[config.mk]
export PLATFORM = sky130hd
export DESIGN_NAME = rvs_div
export DESIGN_NICKNAME = d
export VERILOG_FILES = /design/src/hw/rtl/radial_velocity_scaler_macros.svh /design/src/hw/rtl/rvs_pkg.sv /design/src/hw/rtl/rvs_div.sv
export SDC_FILE = /design/constraint.sdc
export NUM_CORES = 1
export LEC_CHECK = 0
export ABC_AREA = 1
export BUFFER_PORTS_ARGS = -buffer_cell sky130_fd_sc_hd__buf_2
export CORE_AREA = 2 2 282 395
export CTS_CLUSTER_SIZE = 28
export DETAILED_ROUTE_END_ITERATION = 7
export DIE_AREA = 0 0 284 397
export HOLD_SLACK_MARGIN = 0.03
export SLEW_MARGIN = 10
export SYNTH_ARGS = -nofsm -noshare
export SYNTH_HDL_FRONTEND = slang
export SYNTH_SLANG_ARGS = --single-unit
[constraint.sdc]
create_clock -name clk -period 4.8 [get_ports clk]
set_input_delay 0.24 -clock clk [delete_from_list [all_inputs] [get_ports clk]]
set_output_delay 0.24 -clock clk [all_outputs]
set_load 0.02 [all_outputs]
[src/hw/rtl/radial_velocity_scaler_macros.svh]
// assertion macros used by the radial velocity scaler rtl
`ifndef RADIAL_VELOCITY_SCALER_MACROS_SVH
`define RADIAL_VELOCITY_SCALER_MACROS_SVH

// same-cycle implication, clocked on clk, off during reset
`define RVS_ASSERT_HOLDS(lbl, ante, cons, msg) \
	lbl: assert property (@(posedge clk) disable iff (!arst_n) (ante) |-> (cons)) \
		else $error(msg);

// next-cycle implication, clocked on clk, off during reset
`define RVS_ASSERT_NEXT(lbl, ante, cons, msg) \
	lbl: assert property (@(posedge clk) disable iff (!arst_n) (ante) |=> (cons)) \
		else $error(msg);

`endif

[src/hw/rtl/rvs_pkg.sv]
// types and constants of the radial velocity scaler
package rvs_pkg;

	localparam int unsigned RAD_W    = 23;
	localparam int unsigned AMT_W    = 21;
	localparam int unsigned DSQ_W    = 2 * RAD_W;
	localparam int unsigned ROOT_W   = RAD_W;
	localparam int unsigned RATIO_W  = 17;
	localparam int unsigned FACTOR_W = 21;
	localparam int unsigned SQRT_LAT = ROOT_W;
	localparam int unsigned DIV_LAT  = RATIO_W;

	localparam logic [RAD_W-1:0]    RADIUS_MIN = RAD_W'(16384);
	localparam logic [RAD_W-1:0]    RADIUS_MAX = RAD_W'(6553600);
	localparam logic [AMT_W-1:0]    AMOUNT_MAX = AMT_W'(1048576);
	localparam logic [RATIO_W-1:0]  ONE_Q16    = RATIO_W'(65536);

	typedef enum logic [2:0] {
		CFG_CENTER_X    = 3'd0,
		CFG_CENTER_Y    = 3'd1,
		CFG_CENTER_Z    = 3'd2,
		CFG_RADIUS      = 3'd3,
		CFG_AMOUNT      = 3'd4,
		CFG_HEAT_MODE   = 3'd5,
		CFG_PLANAR_MODE = 3'd6
	} cfg_idx_t;

	typedef struct packed {
		logic signed [31:0] pos_x;
		logic signed [31:0] pos_y;
		logic signed [31:0] pos_z;
		logic signed [31:0] vel_x;
		logic signed [31:0] vel_y;
		logic signed [31:0] vel_z;
	} pcl_t;

	typedef struct packed {
		logic signed [31:0] new_vel_x;
		logic signed [31:0] new_vel_y;
		logic signed [31:0] new_vel_z;
		logic               inside_brush;
	} res_t;

	typedef struct packed {
		logic               hit;
		logic signed [31:0] vel_x;
		logic signed [31:0] vel_y;
		logic signed [31:0] vel_z;
	} side_t;

	// magnitude of the difference of two signed words, exact in 33 bits
	function automatic logic [32:0] abs_diff(input logic signed [31:0] a,
			input logic signed [31:0] b);
		logic signed [33:0] d;
		d = {a[31], a[31], a} - {b[31], b[31], b};
		return d[33] ? 33'(-d) : 33'(d);
	endfunction

endpackage

[src/hw/rtl/rvs_div.sv]
// pipelined restoring divider for dist * 65536 / radius with dist <= radius
module rvs_div import rvs_pkg::*; (
	input  logic               clk,
	input  logic               en,
	input  logic [ROOT_W-1:0]  distance,
	input  logic [RAD_W-1:0]   radius,
	output logic [RATIO_W-1:0] ratio
);

	logic [RAD_W-1:0]   rem_s [0:DIV_LAT-1];
	logic [RATIO_W-1:0] q_s   [0:DIV_LAT-1];

	for (genvar k = 0; k < DIV_LAT; k++) begin : g_stage
		logic [RAD_W:0]     r_sh;
		logic [RATIO_W-1:0] q_in;
		logic               ge;

		if (k == 0) begin : g_first
			assign r_sh = {1'b0, distance};
			assign q_in = '0;
		end else begin : g_next
			assign r_sh = {rem_s[k-1], 1'b0};
			assign q_in = q_s[k-1];
		end

		assign ge = r_sh >= {1'b0, radius};

		always_ff @(posedge clk) begin
			if (en) begin
				rem_s[k] <= ge ? RAD_W'(r_sh - {1'b0, radius}) : RAD_W'(r_sh);
				q_s[k]   <= {q_in[RATIO_W-2:0], ge};
			end
		end
	end

	assign ratio = q_s[DIV_LAT-1];

endmodule

After elaboration in Yosys (flattened, before gate mapping) --
Memory sizes are Yosys's and may differ from the RTL's. Cells that the tools add are included.
Cells by class: add/subtract/negate cells 17, magnitude comparators 17, muxes and demuxes 19
Operators with widths (count):
- $mux 23 | 17
- $sub 23x23->23 | 17
- $ge 24x23->1 | 16
- $ge 23x23->1 | 1
- $mux 1 | 2
Word-level totals: register bits after elaboration 0, memories 2, word-level logic and storage cells 55, input bits 48, bits in writable memories 680, output and inout bits 17
Memories:
- rem_s | depth 17, bits a word 23, rd ports 16, clocked after memory_dff 0, write ports 17, line rvs_div.sv:10 | logic [RAD_W-1:0] rem_s [0:DIV_LAT-1];
- q_s | depth 17, bits a word 17, rd ports 17, clocked after memory_dff 0, write ports 17, line rvs_div.sv:11 | logic [RATIO_W-1:0] q_s [0:DIV_LAT-1];

Logic depth before layout (Yosys ltp) --
An unclocked memory read counts as a cell.
depth in word-level cells 3, gate-level depth with buffers 15

Worst setup path before layout --
Ideal clock, no wire load.
path kind input -> register, start point input port radius[1], end point memory rem_s[1][19] (netlist: rem_s[0][42]), data pin, required time 4.547 ns, arrival time 2.442 ns, stages on the path 12, setup time 0.253 ns, path slack 2.105 ns, cells stage by stage inv_1 > ha_1 > ha_1 > inv_1 > nor2_1 > nand2_1 > nor2_1 > nand2_1 > nand4_4 > buf_6 > nand3_1 > nand2_1
RTL lines:
- start, declared | line rvs_div.sv:6 | input logic [RAD_W-1:0] radius,
- end, declared | line rvs_div.sv:10

==> summary.txt <==
Worst hold path
  • HP Class: input port to register
  • Worst hold path depth: 1
  • Hold Path Sink: rem_s[0][251]
  • HP Start: en

Critical path
  • Reg2reg path depth: 8
  • Crit path max-delay cell type: o21ai_0
  • Worst R2R Start: rem_s[0][94]
  • Crit start category: input port
  • Critical path class: input port to register
  • Buf/Inv on CP: 3
  • Most frequent CP cell: nand2_1
  • Setup crit start: radius[8]
  • Crit. End Element: register
  • R2R Setup Slk: 1.77 ns
  • Crit path DAT: 3.69 ns
  • Crit Reg-Reg Endpoint: rem_s[0][137]
  • CP Max Fanout: 35
  • CP max stage delay: 0.60 ns
  • WP data required: 5.19 ns
  • Critical-path cell list: buf_2 -> clkinv_1 -> buf_4 -> ha_1 -> nand2_1 -> nor2_2 -> nand2_1 -> nor2_1 -> nand2_1 -> nand4_4 -> o21ai_0
  • Crit-path leading delay family: simple AND/OR/NAND/NOR gates

Timing
  • Final period util: 68.84%
  • Final setup violation count: 0
  • Clk_skew: 0.02544 ns
  • Max_slew headroom: 17.64%
  • Worst Max-Slew Pin Slew: 1.234 ns
  • Slew Viols, Final: 0
  • RSZ-0062 raised after global routing: false
  • Post-route minimum period: 3.304 ns
  • Post-route setup slack: 1.496 ns
  • Fmax achieved: 302.6 MHz
  • Final Hold Viols: 0
  • Setup tns final: 0 ns

Power and ir drop
  • Lkg Pwr: 28.31 nW
  • PD cells: 636.4 nW/um^2
  • Clk pwr share: 15.2%
  • P_sw: 0.01669 W
  • VDD IR max: 0.0003529 V
  • Internal: 0.01703 W
  • Comb power frac: 56.9%
  • Tot Pwr: 0.03371 W
  • Sw frac: 49.49%
  • Reg power frac: 27.9%

GRT
  • GR Layer Usage met2: 53.10%
  • Grt met1 use: 32.65%
  • Vias in the first global route: 44,384
  • Initial antenna violation count: 0
  • Grt met3 use: 3.148%
  • Total GRT Usage: 29.60%
  • Largest net degree at the start of global routing: 110
  • Total global routing overflow: 0
  • First-pass GRT wire length: 255.3 mm
  • Most used routing layer: met2

Synth
  • Distinct cells, synth: 34
  • Syn nets: 7,794
  • Synth Register Bits: 521
  • Syn_area_per_cell: 6.651 sq um
  • Sequential fraction of the synthesis area: 32.05%
  • Mapped Area: 48,820 sq um
  • Cells after Synth: 7,340
  • Synth Warn #: 0

Place
  • Port Buf Inserts: 64
  • Final HPWL DP: 129.0 mm
  • RePlAce Congestion: 0.9886
  • Worst setup slack after placement: 0.7856 ns
  • Dpl cells: 8,800

Routing
  • Routed WL: 168.6 mm
  • Antenna violation net count after detailed routing: 0
  • Initial DRC count: 3,165
  • DR WL/cell: 18.87 um
  • Vias per cell: 5.139
  • Drt drc: 0
  • Via count: 45,913
  • DR pass1 iterations: 6

Clock tree
  • Post-CTS Setup Repair Bufs: 0
  • TritonCTS clock tree: done
  • # hold bufs at CTS: 23
  • Largest buffer count on any clock path: 3
  • Clock Tree Root: clkbuf_16
  • CTS clk-pin slew, worst paths: 0.06 ns
  • H-tree levels: 2
  • Post-CTS resize count: 0
  • Clock insertion delay at the later pin of the skew report: 0.67 ns
  • CTS sink cnt: 521
  • CTS Buf Count: 59

Layout
  • Final nets: 7,878
  • Synthesis-to-finish area growth: 8.508%
  • Final core utilization: 48.36%
  • Layout cells sized above 1: 4.108%
  • Finished Layout Cells: 8,935
  • Fillers: 11,364

Die
  • Chip Width: 284 um
  • Die area: 112,700 sq um
  • Initial Util: 44.57%
  • Ports: 65
  • Die Span Y: 397 um
  • Row cnt: 144
  • Core ar.: 109,500 sq um

Flow run
  • Max-cap violations: 0

Status
  • Status: complete, no violations
[state kept, by name (all words and copies together), names as in the netlist]
| register | flops |
|---|---|
| rem_s | 368 |
| q_s | 153 |
[power groups by stage]
| stage | Sequential (W) | Clock [W] | Combinational, W |
|---|---|---|---|
| finish | 0.00939 | 0.00512 | 0.0192 |
| global route | 0.00942 | 0.00540 | 0.0219 |
| CTS | 0.00935 | 0.00524 | 0.0191 |
| detailed placement | 0.00940 | 0 | 0.0190 |
| global placement | 0.00945 | 0 | 0.0188 |
| floorplan | 0.00821 | 0 | 0.0147 |
[final cells by class]
type / count / area [sq um] / area share, %
multi-input combinational: 5285 / 27040 / 51.04
sequential: 521 / 15650 / 29.53
inverter: 1430 / 5370 / 10.14
tap: 1460 / 1827 / 3.448
clock buffer: 66 / 1545 / 2.917
timing repair buffer: 127 / 948.4 / 1.790
clock inverter: 45 / 599.3 / 1.131
antenna: 1 / 2.502 / 0.004724
[routing by layer]
layer	routed length, um	share of wire (%)
met5	0	0
met4	13960	8.3
met3	7651	4.5
met2	82770	49
met1	64260	38
[worst register-to-register path: cells and delay by family (launching register included)]
family                   cells  cell delay [ns]
AND/OR/NAND/NOR              7             1.72
flip-flops                   1             0.60
adder cells (fa/ha/maj)      1             0.45
[synthesized netlist by cell type]
library cell / instances / share of area (%)
a21oi_1: 185 / 1.9
and2_1: 30 / 0.38
buf_1: 6 / 0.046
buf_2: 25 / 0.26
buf_4: 3 / 0.046
buf_6: 45 / 1.0
clkbuf_1: 25 / 0.19
edfxtp_1: 521 / 32
fa_1: 16 / 0.66
ha_1: 390 / 10
inv_1: 1429 / 11
inv_2: 1 / 0.0077
nand2_1: 2885 / 22
nand2_2: 42 / 0.54
nand3_1: 476 / 4.9
nand3b_1: 94 / 1.4
nand4_1: 253 / 3.2
nand4_2: 1 / 0.026
nand4_4: 15 / 0.65
nor2_1: 477 / 3.7
nor2_2: 18 / 0.23
nor2_4: 13 / 0.30
nor3_1: 34 / 0.35
nor4_1: 1 / 0.013
o211ai_1: 1 / 0.015
o21a_1: 2 / 0.031
o21ai_0: 37 / 0.38
o21ai_1: 138 / 1.4
o21bai_1: 3 / 0.046
or2_0: 5 / 0.064
or2_1: 9 / 0.12
or2_2: 2 / 0.026
xnor2_1: 3 / 0.054
xor2_1: 155 / 2.8
[layout by cell type, fill, tap and decap left out, drive strengths merged]
cell         synthesis  layout
nand2             2927    2927
inv               1430    1433
edfxtp             521     521
nor2               508     508
nand3              476     476
ha                 390     390
nand4              269     269
a21oi              185     185
o21ai              175     175
xor2               155     155
buf                 79     104
nand3b              94      94
clkbuf              25      66
nor3                34      34
and2                30      30
dlygate4sd3          0      23
clkinv               0      23
fa                  16      16
or2                 16      16
bufinv               0      13
clkinvlp             0       6
o21bai               3       3
xnor2                3       3
o21a                 2       2
diode                0       1
nor4                 1       1
o211ai               1       1
[worst max path at each step]
stage | slack [ns] | cells after the start | to
3_3_place_gp | 0.83 | 11 | rem_s[0][282]
6_report | 1.50 | 11 | rem_s[0][282]
5_1_grt | 1.32 | 11 | rem_s[0][282]
3_5_place_dp | 0.79 | 11 | rem_s[0][282]
2_1_floorplan | 2.10 | 12 | rem_s[0][42]
4_1_cts | 1.47 | 11 | rem_s[0][282]
[cell families after synthesis]
group,after synthesis,share of synthesized area [%]
AO/OA/AOI/OAI,366,3.783
XOR/XNOR,158,2.834
adder cells (fa/ha/maj),406,10.65
buffers and inverters,1534,12.57
flip-flops,521,32.05
AND/OR/NAND/NOR,4355,38.11
[metrics by stage]
step	cell area (sq um)	hold WS [ns]
final	52980	0.1057
after global placement	50600	0.4005
after CTS	52970	0.08480
after floorplan	48820	0.3525
after global routing	52970	0.1200
after detailed placement	50600	0.4045
(Power assumes the default switching activity.)
