[src/hw/rtl/radial_velocity_scaler_macros.svh]
// assertion macros used by the radial velocity scaler rtl
`ifndef RADIAL_VELOCITY_SCALER_MACROS_SVH
`define RADIAL_VELOCITY_SCALER_MACROS_SVH

// same-cycle implication, clocked on clk, off during reset
`define RVS_ASSERT_HOLDS(lbl, ante, cons, msg) \
	lbl: assert property (@(posedge clk) disable iff (!arst_n) (ante) |-> (cons)) \
		else $error(msg);

// next-cycle implication, clocked on clk, off during reset
`define RVS_ASSERT_NEXT(lbl, ante, cons, msg) \
	lbl: assert property (@(posedge clk) disable iff (!arst_n) (ante) |=> (cons)) \
		else $error(msg);

`endif

[src/hw/rtl/rvs_pkg.sv]
// types and constants of the radial velocity scaler
package rvs_pkg;

	localparam int unsigned RAD_W    = 23;
	localparam int unsigned AMT_W    = 21;
	localparam int unsigned DSQ_W    = 2 * RAD_W;
	localparam int unsigned ROOT_W   = RAD_W;
	localparam int unsigned RATIO_W  = 17;
	localparam int unsigned FACTOR_W = 21;
	localparam int unsigned SQRT_LAT = ROOT_W;
	localparam int unsigned DIV_LAT  = RATIO_W;

	localparam logic [RAD_W-1:0]    RADIUS_MIN = RAD_W'(16384);
	localparam logic [RAD_W-1:0]    RADIUS_MAX = RAD_W'(6553600);
	localparam logic [AMT_W-1:0]    AMOUNT_MAX = AMT_W'(1048576);
	localparam logic [RATIO_W-1:0]  ONE_Q16    = RATIO_W'(65536);

	typedef enum logic [2:0] {
		CFG_CENTER_X    = 3'd0,
		CFG_CENTER_Y    = 3'd1,
		CFG_CENTER_Z    = 3'd2,
		CFG_RADIUS      = 3'd3,
		CFG_AMOUNT      = 3'd4,
		CFG_HEAT_MODE   = 3'd5,
		CFG_PLANAR_MODE = 3'd6
	} cfg_idx_t;

	typedef struct packed {
		logic signed [31:0] pos_x;
		logic signed [31:0] pos_y;
		logic signed [31:0] pos_z;
		logic signed [31:0] vel_x;
		logic signed [31:0] vel_y;
		logic signed [31:0] vel_z;
	} pcl_t;

	typedef struct packed {
		logic signed [31:0] new_vel_x;
		logic signed [31:0] new_vel_y;
		logic signed [31:0] new_vel_z;
		logic               inside_brush;
	} res_t;

	typedef struct packed {
		logic               hit;
		logic signed [31:0] vel_x;
		logic signed [31:0] vel_y;
		logic signed [31:0] vel_z;
	} side_t;

	// magnitude of the difference of two signed words, exact in 33 bits
	function automatic logic [32:0] abs_diff(input logic signed [31:0] a,
			input logic signed [31:0] b);
		logic signed [33:0] d;
		d = {a[31], a[31], a} - {b[31], b[31], b};
		return d[33] ? 33'(-d) : 33'(d);
	endfunction

endpackage

[src/hw/rtl/rvs_isqrt.sv]
// pipelined integer square root, one result bit per stage
module rvs_isqrt import rvs_pkg::*; (
	input  logic              clk,
	input  logic              en,
	input  logic [DSQ_W-1:0]  radicand,
	output logic [ROOT_W-1:0] root
);

	localparam int unsigned REM_W = ROOT_W + 4;

	logic [REM_W-1:0]  rem_s  [0:SQRT_LAT-1];
	logic [ROOT_W-1:0] root_s [0:SQRT_LAT-1];
	logic [DSQ_W-1:0]  n_s    [0:SQRT_LAT-1];

	for (genvar k = 0; k < SQRT_LAT; k++) begin : g_stage
		logic [REM_W-1:0]  rem_in;
		logic [ROOT_W-1:0] root_in;
		logic [DSQ_W-1:0]  n_in;
		logic [REM_W-1:0]  rem_sh;
		logic [REM_W-1:0]  trial;
		logic              ge;

		if (k == 0) begin : g_first
			assign rem_in  = '0;
			assign root_in = '0;
			assign n_in    = radicand;
		end else begin : g_next
			assign rem_in  = rem_s[k-1];
			assign root_in = root_s[k-1];
			assign n_in    = n_s[k-1];
		end

		// bring down the next two radicand bits and try root*4+1
		assign rem_sh = {rem_in[REM_W-3:0], n_in[DSQ_W-1 -: 2]};
		assign trial  = REM_W'({root_in, 2'b01});
		assign ge     = rem_sh >= trial;

		always_ff @(posedge clk) begin
			if (en) begin
				rem_s[k]  <= ge ? rem_sh - trial : rem_sh;
				root_s[k] <= {root_in[ROOT_W-2:0], ge};
				n_s[k]    <= {n_in[DSQ_W-3:0], 2'b00};
			end
		end
	end

	assign root = root_s[SQRT_LAT-1];

endmodule

[config.mk]
export PLATFORM = sky130hd
export DESIGN_NAME = rvs_isqrt
export DESIGN_NICKNAME = d
export VERILOG_FILES = /design/src/hw/rtl/radial_velocity_scaler_macros.svh /design/src/hw/rtl/rvs_pkg.sv /design/src/hw/rtl/rvs_isqrt.sv
export SDC_FILE = /design/constraint.sdc
export NUM_CORES = 2
export LEC_CHECK = 0
export BUFFER_PORTS_ARGS = -buffer_cell sky130_fd_sc_hd__buf_2
export CAP_MARGIN = 20
export CORE_AREA = 2 2 350 352
export DETAILED_ROUTE_END_ITERATION = 8
export DIE_AREA = 0 0 352 354
export GPL_TIMING_DRIVEN = 0
export PLACE_DENSITY = 0.62
export SLEW_MARGIN = 20
export SYNTH_ARGS = -nofsm -noshare
export SYNTH_HDL_FRONTEND = slang
export SYNTH_SLANG_ARGS = --single-unit
[constraint.sdc]
create_clock -name clk -period 4.8 [get_ports clk]
set_input_delay 0.96 -clock clk [delete_from_list [all_inputs] [get_ports clk]]
set_output_delay 0.96 -clock clk [all_outputs]
set_load 0.02 [all_outputs]
# Word-level counts from Yosys, hierarchy flattened
# Memory sizes are Yosys's and may differ from the RTL's.
# Cells that the tools add are included.
# W data, S select, Z words.
# classes
order_cmp	23
addsub	23
muxes	25
# ops
cell	count
$mux W27	23
$ge A27 B25 Y1	22
$sub A27 B25 Y27	22
$sub A2 B1 Y3 const B	1
$ge A2 B1 Y1 const B	1
$mux W1	2
# word_totals
register_bits	0
out_inout_bits	23
input_bits	48
wordCells	74
ramBits	2162
n_memories	3
# memory_table
memory	words	width	rd	rd_ports_with_merged_regs	wr	line	rtl
n_s	23	44	22	0	23	rvs_isqrt.sv:13	logic [DSQ_W-1:0] n_s [0:SQRT_LAT-1];
rem_s	23	27	22	0	23	rvs_isqrt.sv:11	logic [REM_W-1:0] rem_s [0:SQRT_LAT-1];
root_s	23	23	23	0	23	rvs_isqrt.sv:12	logic [ROOT_W-1:0] root_s [0:SQRT_LAT-1];

# Logic depth before layout (Yosys ltp)
# An unclocked memory read counts as a cell.
# depth
depth_word	3
ltp_mapped	12
ltp_nobuf	11

# Least setup slack after synthesis
# Ideal clock, no wire load.
# synth_path
path_kind	register to register
startpoint	memory rem_s[2][55] (netlist name)
endpoint	memory rem_s[2][86] (netlist name) (data pin)
arrival_ns	2.725
setup_time_ns	0.270
required_time_ns	4.530
path_buffers	1
period_less_slack_ns	2.995
path_stages_with_launch	12
slack_ns	1.805
cell_sequence	edfxtp_1 ha_1 nor3_1 a211oi_1 a2111oi_0 o21bai_1 a311o_1 a21oi_2 inv_2 clkbuf_1 nor2_1 a21oi_1
# synth_lines
item	line
start: declaration	rvs_isqrt.sv:11

==> results_dict.tcl <==
set metrics [dict create \
    final_worst_path_period_share 0.887 \
    largest_net_degree_at_the_start_of_global_routing 152 \
    synth.ff_latch_count 1299 \
    fin_tns_setup_ns 0 \
    worstHoldPathType "in2reg" \
    seq_area_frac_synth 0.649 \
    remaining_drc_errors 0 \
    root_buffer_master "sky130_fd_sc_hd__clkbuf_16" \
    crit_chain "inv_1 > ha_1 > a21oi_1 > o21ai_0 > a221oi_1 > a21oi_1 > nand2_1 > o31ai_2 > clkbuf_1 > buf_2 > a21oi_1" \
    insertion_delay_ns 0.75 \
    worstPathRequired_ns 5.27 \
    worst_ir_drop_vdd_mv 0.373 \
    postCtsResizedCells 0 \
    async_flop_share 0 \
    die_w_um 352 \
    placement.cell_area_um2 62700 \
    edff_count_synth 1299 \
    cts_max_path_buffers 3 \
    clock_tree.htree_level_count 4 \
    postSynthAreaPerCell_um2 13.1 \
    synth_fp_nets 4936 \
    tritoncts.num_buffers 140 \
    drive_above_1_share 0.0783 \
    final_core_utilization 0.557 \
    dp_cells 6292 \
    insertedDiodeCount 0 \
    crit_path_top_delay_cell "sky130_fd_sc_hd__o31ai_2" \
    finalCriticalPeriod_ns 4.26 \
    antenna_violations_before_repair 0 \
    critical_path.max_fanout 10 \
    worst_setup_path_end_kind "flip-flop" \
    syn_to_final_growth_pct 12.0 \
    final_max_slew_viol_count 0 \
    timing_worst_setup_path_type "reg2reg" \
    fmax_mhz 235 \
    tritoncts "done" \
    worst-endpoint-arrival_ns 4.73 \
    detail_route.vias_per_cell 5.35 \
    clock_edge_transition_at_the_registers_on_the_reported_setup_and_hold_paths_ns 0.06 \
    grt_remaining_overflow 0 \
    worstSetupStartpointType "flip-flop" \
    path_common_cell "sky130_fd_sc_hd__a21oi_1" \
    totalWireLength_um 112000 \
    gr-usage-all-layers 0.180 \
    layout.filler_cells 9912 \
    clock_sinks 1299 \
    synthesis.yosys.warnings 0 \
    worst_clock_skew_ns 0.0289 \
    starting_density_of_the_core 0.497 \
    dieArea_um2 125000 \
    routed_wire_length_per_instance_um 17.2 \
    timing.max_slew.rel_slack 0.304 \
    num_vias 35000 \
    critical-path-max-stage-delay_ns 0.79 \
    first_global_vias 34300 \
    run_status "finished, final reports clean" \
    drt_pre_antenna_iters 5 \
    fp.coreArea_um2 121000 \
    hold_buffers 0 \
    grt_pass1_wl_um 180000 \
    die_h_um 354 \
    finish.cell_count_without_fillers 6541 \
    yosys.cell_types.count 85 \
    maxCapViolations 0 \
    leading_register_cell_type_out_of_synthesis "sky130_fd_sc_hd__edfxtp_1" \
    core.rowCount 128 \
    place_ws_ns 0.526 \
    static-leakage-power_nw 25.7 \
    synth.cell_area_um2 60100 \
    final_hold_vios 0 \
    post_detailed_route_count_of_antenna_violating_nets 0 \
    post-cts-setup-buffers 0 \
    final_design_area_no_fill_um2 67300 \
    tightest_slew_ns 1.03 \
    setup_violations 0 \
    io-pin-count 71 \
    crit_path_setup_slack_layout_ns 0.543 \
    globalplace.congestion 0.883 \
    synthesis.instances 4588 \
    drt_iter0_drc 2509 \
    hpwlAfterDp_um 80800 \
    power-per-cell-area_nw_per_um2 457 \
    setup_repair_after_global_routing_missed_its_margin "no" \
    finish.net_count 5157 \
    io_buffer_count 70 \
]
-- area by class of cell --
| type | count | area, um2 | area share |
|---|---|---|---|
| sequential | 1299 | 39000 | 0.580 |
| multi-input combinational | 2847 | 19400 | 0.288 |
| clock buffer | 170 | 3720 | 0.0553 |
| tap | 1625 | 2030 | 0.0302 |
| inverter | 366 | 1370 | 0.0204 |
| clock inverter | 79 | 852 | 0.0127 |
| timing repair buffer | 79 | 613 | 0.00911 |
| buffer | 76 | 305 | 0.00454 |
-- per-layer routing --
layer / wire length [um] / track usage / vias up
met3: 3800 / 0.0291 / 232
met4: 3670 / 0.0690 / 0
met5: 0 / 0 / -
li1: - / - / 17400
met2: 56800 / 0.318 / 623
met1: 48100 / 0.222 / 16700
-- worst paths after layout --
kind | from | to | slack (ns) | depth (start not counted)
hold reg to reg | n_s[1][173]$_DFFE_PP_ | n_s[1][219]$_DFFE_PP_ | 0.41 | 0
hold / removal | radicand[30] | n_s[0][30]$_DFFE_PP_ | 0.38 | 1
setup reg to reg | root_s[2][72]$_DFFE_PP_ | rem_s[2][113]$_DFFE_PP_ | 0.54 | 11
setup / recovery | root_s[2][72]$_DFFE_PP_ | rem_s[2][113]$_DFFE_PP_ | 0.54 | 11
-- power by group --
group	leakage [nW]	switching [W]	internal [W]	total, W
Clock	2.20	0.00428	0.00638	0.0107
Combinational	11.1	0.00289	0.00217	0.00506
Sequential	12.4	0.000821	0.0142	0.0150
-- cell usage in the layout (no fill, tap or decap), types with 13 or more instances in the layout --
| master | count |
|---|---|
| sky130_fd_sc_hd__o21ai_0 | 214 |
| sky130_fd_sc_hd__nand4_1 | 45 |
| sky130_fd_sc_hd__clkbuf_16 | 145 |
| sky130_fd_sc_hd__clkinv_2 | 17 |
| sky130_fd_sc_hd__and3_1 | 24 |
| sky130_fd_sc_hd__clkinv_1 | 23 |
| sky130_fd_sc_hd__o211ai_1 | 18 |
| sky130_fd_sc_hd__edfxtp_1 | 1299 |
| sky130_fd_sc_hd__ha_1 | 300 |
| sky130_fd_sc_hd__or2_2 | 25 |
| sky130_fd_sc_hd__nand2_1 | 278 |
| sky130_fd_sc_hd__buf_2 | 79 |
| sky130_fd_sc_hd__nor4_1 | 70 |
| sky130_fd_sc_hd__or3_1 | 43 |
| sky130_fd_sc_hd__clkinvlp_4 | 13 |
| sky130_fd_sc_hd__nor2b_1 | 43 |
| sky130_fd_sc_hd__nor3b_1 | 14 |
| sky130_fd_sc_hd__o21bai_1 | 23 |
| sky130_fd_sc_hd__o31ai_1 | 21 |
| sky130_fd_sc_hd__nand3b_1 | 15 |
| sky130_fd_sc_hd__a21o_1 | 91 |
| sky130_fd_sc_hd__mux2_2 | 47 |
| sky130_fd_sc_hd__nor3_1 | 106 |
| sky130_fd_sc_hd__xor2_1 | 202 |
| sky130_fd_sc_hd__o21a_1 | 47 |
| sky130_fd_sc_hd__bufinv_16 | 16 |
| sky130_fd_sc_hd__inv_1 | 365 |
| sky130_fd_sc_hd__nor2_1 | 300 |
| sky130_fd_sc_hd__nand2b_1 | 58 |
| sky130_fd_sc_hd__or4_1 | 29 |
| sky130_fd_sc_hd__xnor2_1 | 223 |
| sky130_fd_sc_hd__clkbuf_1 | 82 |
| sky130_fd_sc_hd__a21oi_1 | 316 |
| sky130_fd_sc_hd__nand3_1 | 81 |
| sky130_fd_sc_hd__a31oi_1 | 25 |
| sky130_fd_sc_hd__a211oi_1 | 30 |
-- sequential cells by signal, summed over array words and instances (netlist names) --
| name | flops |
|---|---|
| n_s | 506 |
| root_s | 276 |
| rem_s | 517 |
-- through the flow --
stage	power (W)	hold slack (ns)
floorplan	0.0187	0.400
global placement	0.0207	0.400
detailed placement	0.0203	0.405
CTS	0.0311	0.313
global route	0.0323	0.324
finish	0.0307	0.381
-- logic make-up (layout without fill, tap and decap cells) --
group,after synthesis,in the layout,synth area share
buffers and inverters,442,770,0.0279
other,1,1,0.0000624
flip-flops,1299,1299,0.649
adder cells (fa/ha/maj),300,300,0.0625
AND/OR/NAND/NOR,1174,1174,0.0969
AO/OA/AOI/OAI,891,891,0.0910
XOR/XNOR,425,425,0.0620
multiplexers,56,56,0.0104
-- critical path: cells and delay by family (launching register included) --
kind	cells	cell delay [ns]
DFF	1	0.37
buffers and inverters	3	1.05
and+or+nand+nor	1	0.11
adders and majority gates	1	0.36
AOI/OAI and AO/OA	6	2.07
-- Yosys cell counts, types with 23 or more instances --
cell type / count / area [um2]
sky130_fd_sc_hd__a211oi_1: 30 / 225
sky130_fd_sc_hd__a21o_1: 91 / 683
sky130_fd_sc_hd__a21oi_1: 316 / 1580
sky130_fd_sc_hd__a31oi_1: 25 / 156
sky130_fd_sc_hd__and3_1: 24 / 150
sky130_fd_sc_hd__clkbuf_1: 57 / 214
sky130_fd_sc_hd__edfxtp_1: 1299 / 39000
sky130_fd_sc_hd__ha_1: 300 / 3750
sky130_fd_sc_hd__inv_1: 365 / 1370
sky130_fd_sc_hd__mux2_2: 47 / 529
sky130_fd_sc_hd__nand2_1: 278 / 1040
sky130_fd_sc_hd__nand2b_1: 58 / 363
sky130_fd_sc_hd__nand3_1: 81 / 405
sky130_fd_sc_hd__nand4_1: 45 / 282
sky130_fd_sc_hd__nor2_1: 300 / 1130
sky130_fd_sc_hd__nor2b_1: 43 / 269
sky130_fd_sc_hd__nor3_1: 106 / 531
sky130_fd_sc_hd__nor4_1: 70 / 438
sky130_fd_sc_hd__o21a_1: 47 / 353
sky130_fd_sc_hd__o21ai_0: 214 / 1070
sky130_fd_sc_hd__o21bai_1: 23 / 173
sky130_fd_sc_hd__or2_2: 25 / 156
sky130_fd_sc_hd__or3_1: 43 / 269
sky130_fd_sc_hd__or4_1: 29 / 218
sky130_fd_sc_hd__xnor2_1: 223 / 1950
sky130_fd_sc_hd__xor2_1: 202 / 1770
Note: power is estimated with default switching activity, not from simulation.
